File: src/rtl/lrsi_pkg.sv
// shared constants and types for the laguerre rsi block
package lrsi_pkg;

  localparam int GAMMA_W    = 17;
  localparam int GAMMA_FRAC = 16;
  localparam int RSI_W      = 17;
  localparam int CHUNK_W    = 25;
  localparam int QUEUE_DEPTH = 2;
  localparam int NUM_STAGES = 4;
  localparam int DIV_STEPS  = GAMMA_FRAC + 1;
  localparam int DCNT_W     = $clog2(DIV_STEPS);
  localparam int OUT_TDATA_W = ((RSI_W + 7) / 8) * 8;

  localparam logic [GAMMA_W-1:0] GAMMA_ONE   = GAMMA_W'(1 << GAMMA_FRAC);
  localparam logic [GAMMA_W-1:0] GAMMA_RESET = GAMMA_W'(1 << (GAMMA_FRAC - 1));

  typedef enum logic [2:0] {
    FS_IDLE,
    FS_LOAD,
    FS_MUL,
    FS_FIN,
    FS_DIFF,
    FS_HAND
  } filt_state_t;

  typedef enum logic [2:0] {
    ST_P,
    ST_S0,
    ST_S1,
    ST_S2,
    ST_S3
  } step_t;

  typedef enum logic [1:0] {
    DS_IDLE,
    DS_RUN,
    DS_HOLD
  } div_state_t;

endpackage

File: src/rtl/lrsi_front.sv
// input stage: accepts price transactions into a short queue
module lrsi_front #(
  parameter int PRICE_WIDTH = 32
) (
  input  logic                          clk,
  input  logic                          rst_n,
  input  logic                          in_valid,
  output logic                          in_ready,
  input  logic signed [PRICE_WIDTH-1:0] in_price,
  output logic                          q_valid,
  input  logic                          q_ready,
  output logic signed [PRICE_WIDTH-1:0] q_price
);

  localparam int DEPTH = lrsi_pkg::QUEUE_DEPTH;
  localparam int PTR_W = (DEPTH > 1) ? $clog2(DEPTH) : 1;
  localparam int CNT_W = $clog2(DEPTH + 1);

  logic signed [PRICE_WIDTH-1:0] mem_r [DEPTH];
  logic [PTR_W-1:0] wptr_r, wptr_nxt;
  logic [PTR_W-1:0] rptr_r, rptr_nxt;
  logic [CNT_W-1:0] cnt_r, cnt_nxt;
  logic push_w, pop_w;

  assign in_ready = (cnt_r != CNT_W'(DEPTH));
  assign q_valid  = (cnt_r != '0);
  assign q_price  = mem_r[rptr_r];
  assign push_w   = in_valid && in_ready;
  assign pop_w    = q_valid && q_ready;

  always_comb begin
    wptr_nxt = wptr_r;
    rptr_nxt = rptr_r;
    cnt_nxt  = cnt_r;
    if (push_w) begin
      wptr_nxt = (wptr_r == PTR_W'(DEPTH - 1)) ? '0 : wptr_r + 1'b1;
    end
    if (pop_w) begin
      rptr_nxt = (rptr_r == PTR_W'(DEPTH - 1)) ? '0 : rptr_r + 1'b1;
    end
    if (push_w && !pop_w) begin
      cnt_nxt = cnt_r + 1'b1;
    end else if (pop_w && !push_w) begin
      cnt_nxt = cnt_r - 1'b1;
    end
  end

  always_ff @(posedge clk) begin
    if (!rst_n) begin
      wptr_r <= '0;
      rptr_r <= '0;
      cnt_r  <= '0;
    end else begin
      wptr_r <= wptr_nxt;
      rptr_r <= rptr_nxt;
      cnt_r  <= cnt_nxt;
    end
  end

  always_ff @(posedge clk) begin
    if (push_w) begin
      mem_r[wptr_r] <= in_price;
    end
  end

endmodule

File: src/rtl/lrsi_filter.sv
// four-stage laguerre recursion on a shared chunked multiplier, then up/down sums
module lrsi_filter #(
  parameter int PRICE_WIDTH = 32,
  parameter int FRAC_BITS   = 16
) (
  input  logic                                clk,
  input  logic                                rst_n,
  input  logic [lrsi_pkg::GAMMA_W-1:0]        gamma,
  input  logic                                price_valid,
  output logic                                price_ready,
  input  logic signed [PRICE_WIDTH-1:0]       price,
  output logic                                res_valid,
  input  logic                                res_ready,
  output logic [PRICE_WIDTH+FRAC_BITS+1:0]    res_up,
  output logic [PRICE_WIDTH+FRAC_BITS+1:0]    res_down
);

  localparam int SW   = PRICE_WIDTH + FRAC_BITS;
  localparam int XW   = SW + 1;
  localparam int CW   = lrsi_pkg::CHUNK_W;
  localparam int GW   = lrsi_pkg::GAMMA_W;
  localparam int NC   = (XW + CW - 1) / CW;
  localparam int XP   = NC * CW;
  localparam int PRW  = CW + GW + 2;
  localparam int AW   = XP + GW + 1;
  localparam int MW   = SW + 2;
  localparam int DW   = SW + 2;
  localparam int MC_W = (NC > 1) ? $clog2(NC) : 1;
  localparam int DC_W = $clog2(lrsi_pkg::NUM_STAGES);
  localparam logic signed [AW-1:0] RND_HALF = AW'(2 ** (lrsi_pkg::GAMMA_FRAC - 1));

  lrsi_pkg::filt_state_t state_r, state_nxt;
  lrsi_pkg::step_t       step_r, step_nxt;
  logic [MC_W-1:0]       mcnt_r, mcnt_nxt;
  logic [DC_W-1:0]       dcnt_r, dcnt_nxt;
  logic [XP-1:0]         x_r, x_nxt;
  logic signed [AW-1:0]  acc_r, acc_nxt;
  logic signed [MW-1:0]  tmp_r, tmp_nxt;
  logic signed [SW-1:0]  price_r, price_nxt;
  logic signed [SW-1:0]  stg_r [lrsi_pkg::NUM_STAGES];
  logic signed [SW-1:0]  stg_nxt [lrsi_pkg::NUM_STAGES];
  logic signed [SW-1:0]  nst_r [lrsi_pkg::NUM_STAGES];
  logic signed [SW-1:0]  nst_nxt [lrsi_pkg::NUM_STAGES];
  logic [DW-1:0]         up_r, up_nxt;
  logic [DW-1:0]         down_r, down_nxt;

  logic [GW-1:0]         gmul_w;
  logic [CW-1:0]         chunk_w;
  logic signed [CW:0]    op_a_w;
  logic signed [GW:0]    op_g_w;
  logic signed [PRW-1:0] prod_w;
  logic signed [XW-1:0]  xl_w;
  logic signed [AW-1:0]  rsum_w;
  logic signed [AW-1:0]  rnd_w;
  logic signed [MW-1:0]  r_w;
  logic signed [MW-1:0]  addend_w;
  logic signed [MW-1:0]  sum_w;
  logic signed [SW-1:0]  sat_w;
  logic signed [XW-1:0]  d_w;
  logic signed [XW-1:0]  neg_w;

  function automatic logic signed [SW-1:0] sat_stage(input logic signed [MW-1:0] v);
    logic same;
    same = (v[MW-1:SW-1] == {(MW - SW + 1){v[MW-1]}});
    if (same) begin
      return v[SW-1:0];
    end else if (v[MW-1]) begin
      return {1'b1, {(SW - 1){1'b0}}};
    end else begin
      return {1'b0, {(SW - 1){1'b1}}};
    end
  endfunction

  assign price_ready = (state_r == lrsi_pkg::FS_IDLE);
  assign res_valid   = (state_r == lrsi_pkg::FS_HAND);
  assign res_up      = up_r;
  assign res_down    = down_r;

  // datapath pieces
  always_comb begin
    gmul_w  = (step_r == lrsi_pkg::ST_P) ? (lrsi_pkg::GAMMA_ONE - gamma) : gamma;
    chunk_w = x_r[XP-1 -: CW];
    op_a_w  = (mcnt_r == '0) ? {chunk_w[CW-1], chunk_w} : {1'b0, chunk_w};
    op_g_w  = {1'b0, gmul_w};
    prod_w  = op_a_w * op_g_w;
    rsum_w  = acc_r + RND_HALF;
    rnd_w   = rsum_w >>> lrsi_pkg::GAMMA_FRAC;
    r_w     = rnd_w[MW-1:0];
    d_w     = XW'(nst_r[0]) - XW'(nst_r[1]);
    neg_w   = -d_w;
    case (step_r)
      lrsi_pkg::ST_P:  xl_w = XW'(price_r);
      lrsi_pkg::ST_S0: xl_w = XW'(stg_r[0]);
      lrsi_pkg::ST_S1: xl_w = XW'(stg_r[1]) - XW'(nst_r[0]);
      lrsi_pkg::ST_S2: xl_w = XW'(stg_r[2]) - XW'(nst_r[1]);
      lrsi_pkg::ST_S3: xl_w = XW'(stg_r[3]) - XW'(nst_r[2]);
      default:         xl_w = '0;
    endcase
    case (step_r)
      lrsi_pkg::ST_S0: addend_w = tmp_r;
      lrsi_pkg::ST_S1: addend_w = MW'(stg_r[0]);
      lrsi_pkg::ST_S2: addend_w = MW'(stg_r[1]);
      lrsi_pkg::ST_S3: addend_w = MW'(stg_r[2]);
      default:         addend_w = '0;
    endcase
    sum_w = addend_w + r_w;
    sat_w = sat_stage(sum_w);
  end

  always_comb begin
    state_nxt = state_r;
    step_nxt  = step_r;
    mcnt_nxt  = mcnt_r;
    dcnt_nxt  = dcnt_r;
    x_nxt     = x_r;
    acc_nxt   = acc_r;
    tmp_nxt   = tmp_r;
    price_nxt = price_r;
    up_nxt    = up_r;
    down_nxt  = down_r;
    for (int i = 0; i < lrsi_pkg::NUM_STAGES; i++) begin
      stg_nxt[i] = stg_r[i];
      nst_nxt[i] = nst_r[i];
    end
    case (state_r)
      lrsi_pkg::FS_IDLE: begin
        if (price_valid) begin
          price_nxt = {price, {FRAC_BITS{1'b0}}};
          step_nxt  = lrsi_pkg::ST_P;
          state_nxt = lrsi_pkg::FS_LOAD;
        end
      end
      lrsi_pkg::FS_LOAD: begin
        x_nxt     = XP'(xl_w);
        acc_nxt   = '0;
        mcnt_nxt  = '0;
        state_nxt = lrsi_pkg::FS_MUL;
      end
      lrsi_pkg::FS_MUL: begin
        acc_nxt = (acc_r <<< CW) + AW'(prod_w);
        x_nxt   = x_r << CW;
        if (mcnt_r == MC_W'(NC - 1)) begin
          state_nxt = lrsi_pkg::FS_FIN;
        end else begin
          mcnt_nxt = mcnt_r + 1'b1;
        end
      end
      lrsi_pkg::FS_FIN: begin
        state_nxt = lrsi_pkg::FS_LOAD;
        case (step_r)
          lrsi_pkg::ST_P: begin
            tmp_nxt  = r_w;
            step_nxt = lrsi_pkg::ST_S0;
          end
          lrsi_pkg::ST_S0: begin
            nst_nxt[0] = sat_w;
            step_nxt   = lrsi_pkg::ST_S1;
          end
          lrsi_pkg::ST_S1: begin
            nst_nxt[1] = sat_w;
            step_nxt   = lrsi_pkg::ST_S2;
          end
          lrsi_pkg::ST_S2: begin
            nst_nxt[2] = sat_w;
            step_nxt   = lrsi_pkg::ST_S3;
          end
          lrsi_pkg::ST_S3: begin
            // commit the new stage set, diff pass walks the nst copy
            nst_nxt[3] = sat_w;
            stg_nxt[0] = nst_r[0];
            stg_nxt[1] = nst_r[1];
            stg_nxt[2] = nst_r[2];
            stg_nxt[3] = sat_w;
            up_nxt     = '0;
            down_nxt   = '0;
            dcnt_nxt   = '0;
            state_nxt  = lrsi_pkg::FS_DIFF;
          end
          default: begin
            state_nxt = lrsi_pkg::FS_IDLE;
          end
        endcase
      end
      lrsi_pkg::FS_DIFF: begin
        if (d_w[XW-1]) begin
          down_nxt = down_r + DW'(neg_w);
        end else begin
          up_nxt = up_r + DW'(d_w);
        end
        for (int i = 0; i < lrsi_pkg::NUM_STAGES - 1; i++) begin
          nst_nxt[i] = nst_r[i+1];
        end
        if (dcnt_r == DC_W'(lrsi_pkg::NUM_STAGES - 2)) begin
          state_nxt = lrsi_pkg::FS_HAND;
        end else begin
          dcnt_nxt = dcnt_r + 1'b1;
        end
      end
      lrsi_pkg::FS_HAND: begin
        if (res_ready) begin
          state_nxt = lrsi_pkg::FS_IDLE;
        end
      end
      default: begin
        state_nxt = lrsi_pkg::FS_IDLE;
      end
    endcase
  end

  always_ff @(posedge clk) begin
    if (!rst_n) begin
      state_r <= lrsi_pkg::FS_IDLE;
      step_r  <= lrsi_pkg::ST_P;
      mcnt_r  <= '0;
      dcnt_r  <= '0;
      for (int i = 0; i < lrsi_pkg::NUM_STAGES; i++) begin
        stg_r[i] <= '0;
      end
    end else begin
      state_r <= state_nxt;
      step_r  <= step_nxt;
      mcnt_r  <= mcnt_nxt;
      dcnt_r  <= dcnt_nxt;
      for (int i = 0; i < lrsi_pkg::NUM_STAGES; i++) begin
        stg_r[i] <= stg_nxt[i];
      end
    end
  end

  always_ff @(posedge clk) begin
    x_r     <= x_nxt;
    acc_r   <= acc_nxt;
    tmp_r   <= tmp_nxt;
    price_r <= price_nxt;
    up_r    <= up_nxt;
    down_r  <= down_nxt;
    for (int i = 0; i < lrsi_pkg::NUM_STAGES; i++) begin
      nst_r[i] <= nst_nxt[i];
    end
  end

endmodule

File: src/rtl/lrsi_div.sv
// restoring radix-2 divider for up/(up+down) with output register
module lrsi_div #(
  parameter int PRICE_WIDTH = 32,
  parameter int FRAC_BITS   = 16
) (
  input  logic                             clk,
  input  logic                             rst_n,
  input  logic                             res_valid,
  output logic                             res_ready,
  input  logic [PRICE_WIDTH+FRAC_BITS+1:0] num,
  input  logic [PRICE_WIDTH+FRAC_BITS+1:0] down,
  output logic                             out_valid,
  input  logic                             out_ready,
  output logic [lrsi_pkg::RSI_W-1:0]       out_value
);

  localparam int DW = PRICE_WIDTH + FRAC_BITS + 2;
  localparam int QW = lrsi_pkg::RSI_W;
  localparam int CW = lrsi_pkg::DCNT_W;

  lrsi_pkg::div_state_t state_r, state_nxt;
  logic [DW-1:0] rem_r, rem_nxt;
  logic [DW-1:0] den_r, den_nxt;
  logic [QW-1:0] q_r, q_nxt;
  logic [CW-1:0] cnt_r, cnt_nxt;
  logic          ov_r, ov_nxt;
  logic [QW-1:0] ovd_r, ovd_nxt;
  logic [DW-1:0] den_w;
  logic [DW:0]   trial_w;
  logic [DW:0]   diff_w;
  logic          ge_w;
  logic          slot_w;

  assign den_w     = num + down;
  assign res_ready = (state_r == lrsi_pkg::DS_IDLE);
  assign out_valid = ov_r;
  assign out_value = ovd_r;
  assign slot_w    = !ov_r || out_ready;

  always_comb begin
    trial_w = (cnt_r == '0) ? {1'b0, rem_r} : {rem_r, 1'b0};
    diff_w  = trial_w - {1'b0, den_r};
    ge_w    = (trial_w >= {1'b0, den_r});
  end

  always_comb begin
    state_nxt = state_r;
    rem_nxt   = rem_r;
    den_nxt   = den_r;
    q_nxt     = q_r;
    cnt_nxt   = cnt_r;
    ov_nxt    = ov_r && !out_ready;
    ovd_nxt   = ovd_r;
    case (state_r)
      lrsi_pkg::DS_IDLE: begin
        if (res_valid) begin
          rem_nxt = num;
          den_nxt = den_w;
          cnt_nxt = '0;
          if (den_w == '0) begin
            // no movement at all reads as full scale
            q_nxt     = lrsi_pkg::GAMMA_ONE;
            state_nxt = lrsi_pkg::DS_HOLD;
          end else begin
            q_nxt     = '0;
            state_nxt = lrsi_pkg::DS_RUN;
          end
        end
      end
      lrsi_pkg::DS_RUN: begin
        rem_nxt = ge_w ? diff_w[DW-1:0] : trial_w[DW-1:0];
        q_nxt   = {q_r[QW-2:0], ge_w};
        if (cnt_r == CW'(lrsi_pkg::DIV_STEPS - 1)) begin
          state_nxt = lrsi_pkg::DS_HOLD;
        end else begin
          cnt_nxt = cnt_r + 1'b1;
        end
      end
      lrsi_pkg::DS_HOLD: begin
        if (slot_w) begin
          ov_nxt    = 1'b1;
          ovd_nxt   = q_r;
          state_nxt = lrsi_pkg::DS_IDLE;
        end
      end
      default: begin
        state_nxt = lrsi_pkg::DS_IDLE;
      end
    endcase
  end

  always_ff @(posedge clk) begin
    if (!rst_n) begin
      state_r <= lrsi_pkg::DS_IDLE;
      cnt_r   <= '0;
      ov_r    <= 1'b0;
    end else begin
      state_r <= state_nxt;
      cnt_r   <= cnt_nxt;
      ov_r    <= ov_nxt;
    end
  end

  always_ff @(posedge clk) begin
    rem_r <= rem_nxt;
    den_r <= den_nxt;
    q_r   <= q_nxt;
    ovd_r <= ovd_nxt;
  end

endmodule

File: src/rtl/laguerre_rsi.sv
// laguerre rsi top level: config register, input queue, recursion engine, divider
//
// usage:
//   in_*  carries one signed price per transaction; out_* returns one rsi value
//   (unsigned q1.16, 65536 is 1.0) per price, in order.
//   cfg_wen/cfg_wdata write gamma (q1.16, values above 65536 act as 1.0);
//   write it only while no price is in flight. reset value is 0.5.
// path: an in transaction passes the queue, the recursion engine, the
//   handoff, the divider and the output register before out_tvalid.
// pacing: set by the recursion engine, which takes a new price only after
//   handing off the sums of the last: five products of ceil((PRICE_WIDTH+
//   FRAC_BITS+1)/25) passes each through one 26x18 multiplier, plus a
//   difference sum, taking the price and handing off the sums. the
//   divider runs on the previous item meanwhile.
// reset: rst_n low clears the queue, the four stages and the output valid.
// stall: with out_tready low the finished result waits in the output
//   register, the divider then holds the next result, the engine the one
//   after, and the 2-entry queue fills before in_tready drops.
module laguerre_rsi #(
  parameter int PRICE_WIDTH = 32,
  parameter int FRAC_BITS   = 16
) (
  input  logic                                  clk,
  input  logic                                  rst_n,
  input  logic                                  in_tvalid,
  output logic                                  in_tready,
  input  logic [((PRICE_WIDTH+7)/8)*8-1:0]      in_tdata,   // price
  output logic                                  out_tvalid,
  input  logic                                  out_tready,
  output logic [lrsi_pkg::OUT_TDATA_W-1:0]      out_tdata,  // rsi_value
  input  logic                                  cfg_wen,
  input  logic [lrsi_pkg::GAMMA_W-1:0]          cfg_wdata   // gamma
);

  localparam int DW = PRICE_WIDTH + FRAC_BITS + 2;

  logic [lrsi_pkg::GAMMA_W-1:0] gamma_r, gamma_nxt;
  logic [lrsi_pkg::GAMMA_W-1:0] gamma_w;
  logic                          q_valid_w, q_ready_w;
  logic signed [PRICE_WIDTH-1:0] q_price_w;
  logic                          res_valid_w, res_ready_w;
  logic [DW-1:0]                 res_up_w, res_down_w;
  logic [lrsi_pkg::RSI_W-1:0]    rsi_w;

  assign gamma_nxt = cfg_wen ? cfg_wdata : gamma_r;
  assign gamma_w   = (gamma_r > lrsi_pkg::GAMMA_ONE) ? lrsi_pkg::GAMMA_ONE : gamma_r;

  always_ff @(posedge clk) begin
    if (!rst_n) begin
      gamma_r <= lrsi_pkg::GAMMA_RESET;
    end else begin
      gamma_r <= gamma_nxt;
    end
  end

  lrsi_front #(
    .PRICE_WIDTH(PRICE_WIDTH)
  ) u_front (
    .clk      (clk),
    .rst_n    (rst_n),
    .in_valid (in_tvalid),
    .in_ready (in_tready),
    .in_price (in_tdata[PRICE_WIDTH-1:0]),
    .q_valid  (q_valid_w),
    .q_ready  (q_ready_w),
    .q_price  (q_price_w)
  );

  lrsi_filter #(
    .PRICE_WIDTH(PRICE_WIDTH),
    .FRAC_BITS  (FRAC_BITS)
  ) u_filter (
    .clk         (clk),
    .rst_n       (rst_n),
    .gamma       (gamma_w),
    .price_valid (q_valid_w),
    .price_ready (q_ready_w),
    .price       (q_price_w),
    .res_valid   (res_valid_w),
    .res_ready   (res_ready_w),
    .res_up      (res_up_w),
    .res_down    (res_down_w)
  );

  lrsi_div #(
    .PRICE_WIDTH(PRICE_WIDTH),
    .FRAC_BITS  (FRAC_BITS)
  ) u_div (
    .clk       (clk),
    .rst_n     (rst_n),
    .res_valid (res_valid_w),
    .res_ready (res_ready_w),
    .num       (res_up_w),
    .down      (res_down_w),
    .out_valid (out_tvalid),
    .out_ready (out_tready),
    .out_value (rsi_w)
  );

  assign out_tdata = {{(lrsi_pkg::OUT_TDATA_W - lrsi_pkg::RSI_W){1'b0}}, rsi_w};

endmodule

File: config.mk
export PLATFORM = sky130hd
export DESIGN_NAME = laguerre_rsi
export DESIGN_NICKNAME = d
export VERILOG_FILES = /design/src/rtl/lrsi_pkg.sv /design/src/rtl/lrsi_front.sv /design/src/rtl/lrsi_filter.sv /design/src/rtl/lrsi_div.sv /design/src/rtl/laguerre_rsi.sv
export SDC_FILE = /design/constraint.sdc
export NUM_CORES = 2
export LEC_CHECK = 0
export BUFFER_PORTS_ARGS = -buffer_cell sky130_fd_sc_hd__buf_2
export CELL_PAD_IN_SITES_DETAIL_PLACEMENT = 1
export CELL_PAD_IN_SITES_GLOBAL_PLACEMENT = 2
export CORE_ASPECT_RATIO = 0.8
export CORE_UTILIZATION = 45
export DETAILED_ROUTE_END_ITERATION = 12
export PLACE_DENSITY = 0.95
export SLEW_MARGIN = 20
export SYNTH_ARGS = -nofsm -noshare
export SYNTH_HDL_FRONTEND = slang
export SYNTH_HIERARCHICAL = 1
export SYNTH_SLANG_ARGS = --single-unit
File: constraint.sdc
create_clock -name clk -period 17.8 [get_ports clk]
set_input_delay 1.78 -clock clk [delete_from_list [all_inputs] [get_ports clk]]
set_output_delay 1.78 -clock clk [all_outputs]
set_load 0.01 [all_outputs]
# Word-level counts from Yosys, hierarchy flattened
# Memory sizes are Yosys's and may differ from the RTL's. A register that Yosys moved wholly into a read port is not among the register bits.
# Cells that the tools add are included.
# word_totals
reg_bits	438
ramBits	448
inputBits	54
output_inout_bits	26
elab_cells	177
mem_count	3
# op_classes
n_addsub	20
multipliers	1
n_lt_le_gt_ge	2
eq_ne	28
muxes	65
n_bitwise	4
n_reduce_logical	34
# mem_list
name	words	word_bits	rd	rd_ports_with_merged_regs	wr	line_no	source
u_filter.nst_r	4	48	4	0	4	lrsi_filter.sv:42	logic signed [SW-1:0] nst_r [lrsi_pkg::NUM_STAGES];
u_filter.stg_r	4	48	4	0	4	lrsi_filter.sv:40	logic signed [SW-1:0] stg_r [lrsi_pkg::NUM_STAGES];
u_front.mem_r	2	32	1	1	1	lrsi_front.sv:19	logic signed [PRICE_WIDTH-1:0] mem_r [DEPTH];
# op_table
cell	n
2-to-1 mux 48 bit	11
one-hot mux 50 bit (2 select lines)	4
2-to-1 mux 192 bit	2
one-hot mux 144 bit (2 select lines)	1
2-to-1 mux 50 bit	5
one-hot mux 49 bit (5 select lines)	1
adder 50 bit	4
one-hot mux 50 bit (4 select lines)	1
subtractor 48 x 48 -> 49 bit	4
one-hot mux 66 bit (2 select lines)	1
2-to-1 mux 17 bit	4
adder 66 x 17 -> 66 bit, second input constant	1
adder 66 x 44 -> 66 bit	1
greater-or-equal comparator 51 x 50 -> 1 bit	1
2-to-1 mux 51 bit	1
zero test 50 bit	1
subtractor 50 bit	1
negation 49 bit	1
multiplier 26 x 18 -> 44 bit	1
one-hot mux 17 bit (2 select lines)	1
2-to-1 mux 26 bit	1
one-hot mux 3 bit (6 select lines)	1
AND reduction 3 bit	6
greater-than comparator 17 bit, second input constant	1
36 further kinds	98

# Depth between registers and ports, before layout
# depth
depth_word	8
mapped_depth	37
ltp_nobuf	35

# By module
# Netlist, hierarchy kept.
# by_module_without_submodules
module	n_inst	cells_each	area_each_um2	seq_area_each_um2
lrsi_filter	1	7646	67796.3	18738.0
lrsi_div	1	1383	12226.7	4184.0
lrsi_front	1	124	2551.2	2021.9
laguerre_rsi	1	85	894.6	340.3

# Worst setup path after synthesis
# OpenSTA, ideal clock, no wires.
# synth_path
path_type	register -> register
start	reg gamma_r[9] (netlist bit)
end	reg u_filter.acc_r[62] (data pin)
setup_time_ns	0.266
arrival_ns	9.049
required_time_ns	17.534
setup_slack_ns	8.485
path_stages_with_launch	33
n_path_buf	3
period_less_slack_ns	9.315
cell_sequence	dfxtp_1 nor4_2 a41oi_4 nor2b_1 clkbuf_1 inv_1 ha_1 a21oi_1 xor2_1 clkbuf_1 nand2_1 fa_1 fa_1 inv_1 fa_1 fa_1 fa_1 inv_1 fa_1 inv_1 ha_1 clkbuf_1 and3_1 nand2_1 o211ai_1 a31oi_1 a31oi_1 a21oi_1 o41ai_1 a21oi_1 o21ai_0 xnor2_1 nor2_1
# synth_between
elab_chain_cells	7
# synth_lines
element	line_no	source
start, declared	laguerre_rsi.sv:37	logic [lrsi_pkg::GAMMA_W-1:0] gamma_r, gamma_nxt;
start signal, assigned	laguerre_rsi.sv:50	gamma_r <= lrsi_pkg::GAMMA_RESET;
start signal, assigned	laguerre_rsi.sv:52	gamma_r <= gamma_nxt;
greater-than comparator 17 bit *	laguerre_rsi.sv:46	assign gamma_w = (gamma_r > lrsi_pkg::GAMMA_ONE) ? lrsi_pkg::GAMMA_ONE : gamma_r;
2-to-1 mux 17 bit *	laguerre_rsi.sv:46	
via gamma_w, one bit	laguerre_rsi.sv:38	logic [lrsi_pkg::GAMMA_W-1:0] gamma_w;
subtractor 17 bit	lrsi_filter.sv:81	gmul_w = (step_r == lrsi_pkg::ST_P) ? (lrsi_pkg::GAMMA_ONE - gamma) : gamma;
2-to-1 mux 17 bit *	lrsi_filter.sv:81	
multiplier 26 x 18 -> 44 bit *	lrsi_filter.sv:85	prod_w = op_a_w * op_g_w;
adder 66 x 44 -> 66 bit *	lrsi_filter.sv:140	acc_nxt = (acc_r <<< CW) + AW'(prod_w);
one-hot mux 66 bit (2 select lines) *	lrsi_filter.sv:125	case (state_r)
end signal, assigned	lrsi_filter.sv:232	acc_r <= acc_nxt;
end, declared	lrsi_filter.sv:37	logic signed [AW-1:0] acc_r, acc_nxt;
# Mark *: on every way through the listed nets, which the timed path passes. The rest lies on a longest branch.
# A chain may end at the register's enable or synchronous reset.

# Worst setup path in the final report
# layout_path
start	reg gamma_r[16] (netlist bit)
end	reg u_filter.acc_r[63] (data pin)
# Same word-level chain as after synthesis.

==> metrics.yaml <==
synth_xor_area_share_pct: 5.61
setup_viol: 0
die_height_um: 387
post_synth_num_cell_types: 124
placementRows: 140
syn_to_final_growth_pct: 8.14
dp.final_hpwl_mm: 248
firstDrtPassIters: 6
postRouteAntennaNets: 0
insertion_delay_ps: 780
cts_tree: "done"
fmax_mhz: 92.2
r2r_slack_ps: 6960
crit_path_top_delay_cell: "o41ai_1"
cts_root_buf: "clkbuf_16"
critPathCaptureType: "flip-flop"
postCtsSetupBuffers: 0
synthAdderAreaFrac_pct: 22.0
drtIter0Drc: 7540
synth_mux_area_share_pct: 1.58
synthSimpleGateAreaFrac_pct: 15.8
synth_edf_count: 688
relSlewSlack_pct: 19.1
worst_pin_slew_ps: 1180
synth_largest_area_cell: "edfxtp_1"
maxCapViolations: 0
avgSynthCellArea_um2: 9.04
drc_errors: 0
ys_seq_area_share_pct: 30.3
core_area_um2: 183000
cp_common_cell: "inv_1"
grt_pass1_vias: 74032
synth_top_family_by_area: "adder cells"
min_period_ps: 10840
worst_clock_skew_ps: 50.1
worstPathArrival_ps: 11350
wl_per_cell_um: 27.6
syn-cell-area_um2: 83500
numCtsBuffers: 105
cp_max_fo: 28
finalHoldViolCount: 0
io_buffers: 72
start_util_pct: 45.6
ys_seq_elements: 919
clockBufferDepth: 3
drv_slew: 0
rsz0062_at_grt: "false"
drive_above_1_share_pct: 6.63
ios: 80
cp-start-kind: "flip-flop"
async_reset_ff_share_pct: 0
via_per_inst: 6.28
finalCritPeriodShare_pct: 60.9
grt_antenna_before_repair: 25
status: "finished clean"
min-delay-path-class: "reg -> reg"
num_vias: 73128
ys.flop_type: "edfxtp_1"
fin_setup_tns_ps: 0
ctsResizeCount: 0
cts.sinks: 919
fin_nets: 10345
critPathKind: "reg -> reg"
cp.required_ps: 18300
grt_max_degree: 124
clkSlewWorstSetupHoldPaths_ps: 70
globalplace.congestion: 1.00
ys_top_cells_by_area: "edfxtp_1, fa_1, ha_1"
grt_remaining_overflow: 0
synthTopCellsByCount: "nand2_1, inv_1, a21oi_1, edfxtp_1, nor2_1"
wirelength_mm: 321
holdBufCountCts: 0
synthCells: 9238
ys_warn_count: 6
die_x_um: 484
grt_pass1_wl_mm: 481
critPathMaxStageDelay_ps: 950
h-tree-depth: 3
synth_top_area_share_pct: 24.8
dieArea_um2: 187000
grtUsageTotal_pct: 33.7
synth-compound-area-share_pct: 18.4
yosysMostFrequentCell: "nand2_1"
-- layout by cell type (no fill, tap or decap), types with 69 or more instances in the layout --
master / instances
o21bai_1: 71
nand3_1: 135
a22oi_1: 137
nand4_1: 89
ha_1: 606
nor2_1: 631
and2_1: 164
o21ai_0: 318
inv_1: 984
o21a_1: 74
clkbuf_16: 106
edfxtp_1: 688
and3_1: 78
nor3_1: 93
nand2_1: 1046
fa_1: 540
xnor2_1: 318
buf_2: 72
a21oi_1: 872
nor2b_1: 205
a31oi_1: 69
mux2_2: 84
buf_4: 103
a21o_1: 337
xor2_1: 199
dfxtp_1: 230
nand2b_1: 75
-- registers in the layout, summed over array words and instances, names as in the netlist, 64 cells and up, named ones only --
| signal | count |
|---|---|
| u_filter/acc_r | 66 |
| u_filter/stg_r | 192 |
| u_filter/nst_r | 192 |
| u_front/mem_r | 64 |
-- per-stage QoR --
stage	setup slack (ps)	utilization [%]	std cells	hold slack, ps	cell area [um^2]
after detailed placement	7030	47.3	11450	425	86500
after floorplan	8480	-	9244	400	83500
after CTS	7030	49.3	11648	440	90200
final	6960	49.3	11653	431	90300
after global placement	7190	47.3	11450	427	86500
after global routing	6250	49.3	11651	448	90300
-- routing by layer --
metal  part of all wire [%]  GRT usage [%]  routed length (um)  up-vias
met1                     44           48.6              142000    37397
li1                       -              -                   -    31919
met4                    3.3           10.5               10800       22
met3                    9.8           7.61               31500      561
met2                     43           49.9              137000     3229
met5                  0.040              0                 130        -
-- cell type report --
type | instances | area, um^2
multi-input cells | 6952 | 53400
diodes | 3 | 7.51
clock inverters | 75 | 923
well taps | 2414 | 3020
fillers | 20950 | 92800
inverters | 989 | 3720
clock buffers | 123 | 2730
flip-flops and latches | 919 | 25300
repair buffers | 178 | 1200
-- critical path, delay by kind of cell (launching register included) --
kind,cells,cell delay [ps]
AOI/OAI and AO/OA,10,3400
adders and majority gates,8,3580
and+or+nand+nor,7,1430
buffers and inverters,9,1200
DFF,1,590
xor gates and xnor gates,2,380
-- worst paths after layout --
path                            cells after the start                  end     startpoint
worst max-delay path                               36   u_filter/acc_r[63]    gamma_r[16]
worst min-delay path                                0  u_div/out_value[16]  u_div/q_r[16]
worst max register to register                     36   u_filter/acc_r[63]    gamma_r[16]
worst min register to register                      0  u_div/out_value[16]  u_div/q_r[16]
-- cells by family after synthesis --
group | after synthesis
other | 1
AO/OA/AOI/OAI | 2374
adder cells (fa/ha/maj) | 1146
multiplexers | 121
AND/OR/NAND/NOR | 2770
XOR/XNOR | 534
flip-flops | 919
buffers and inverters | 1373
Power is not shown: default switching activity piles up to over one toggle a cycle in this logic, so the estimate is an artifact.
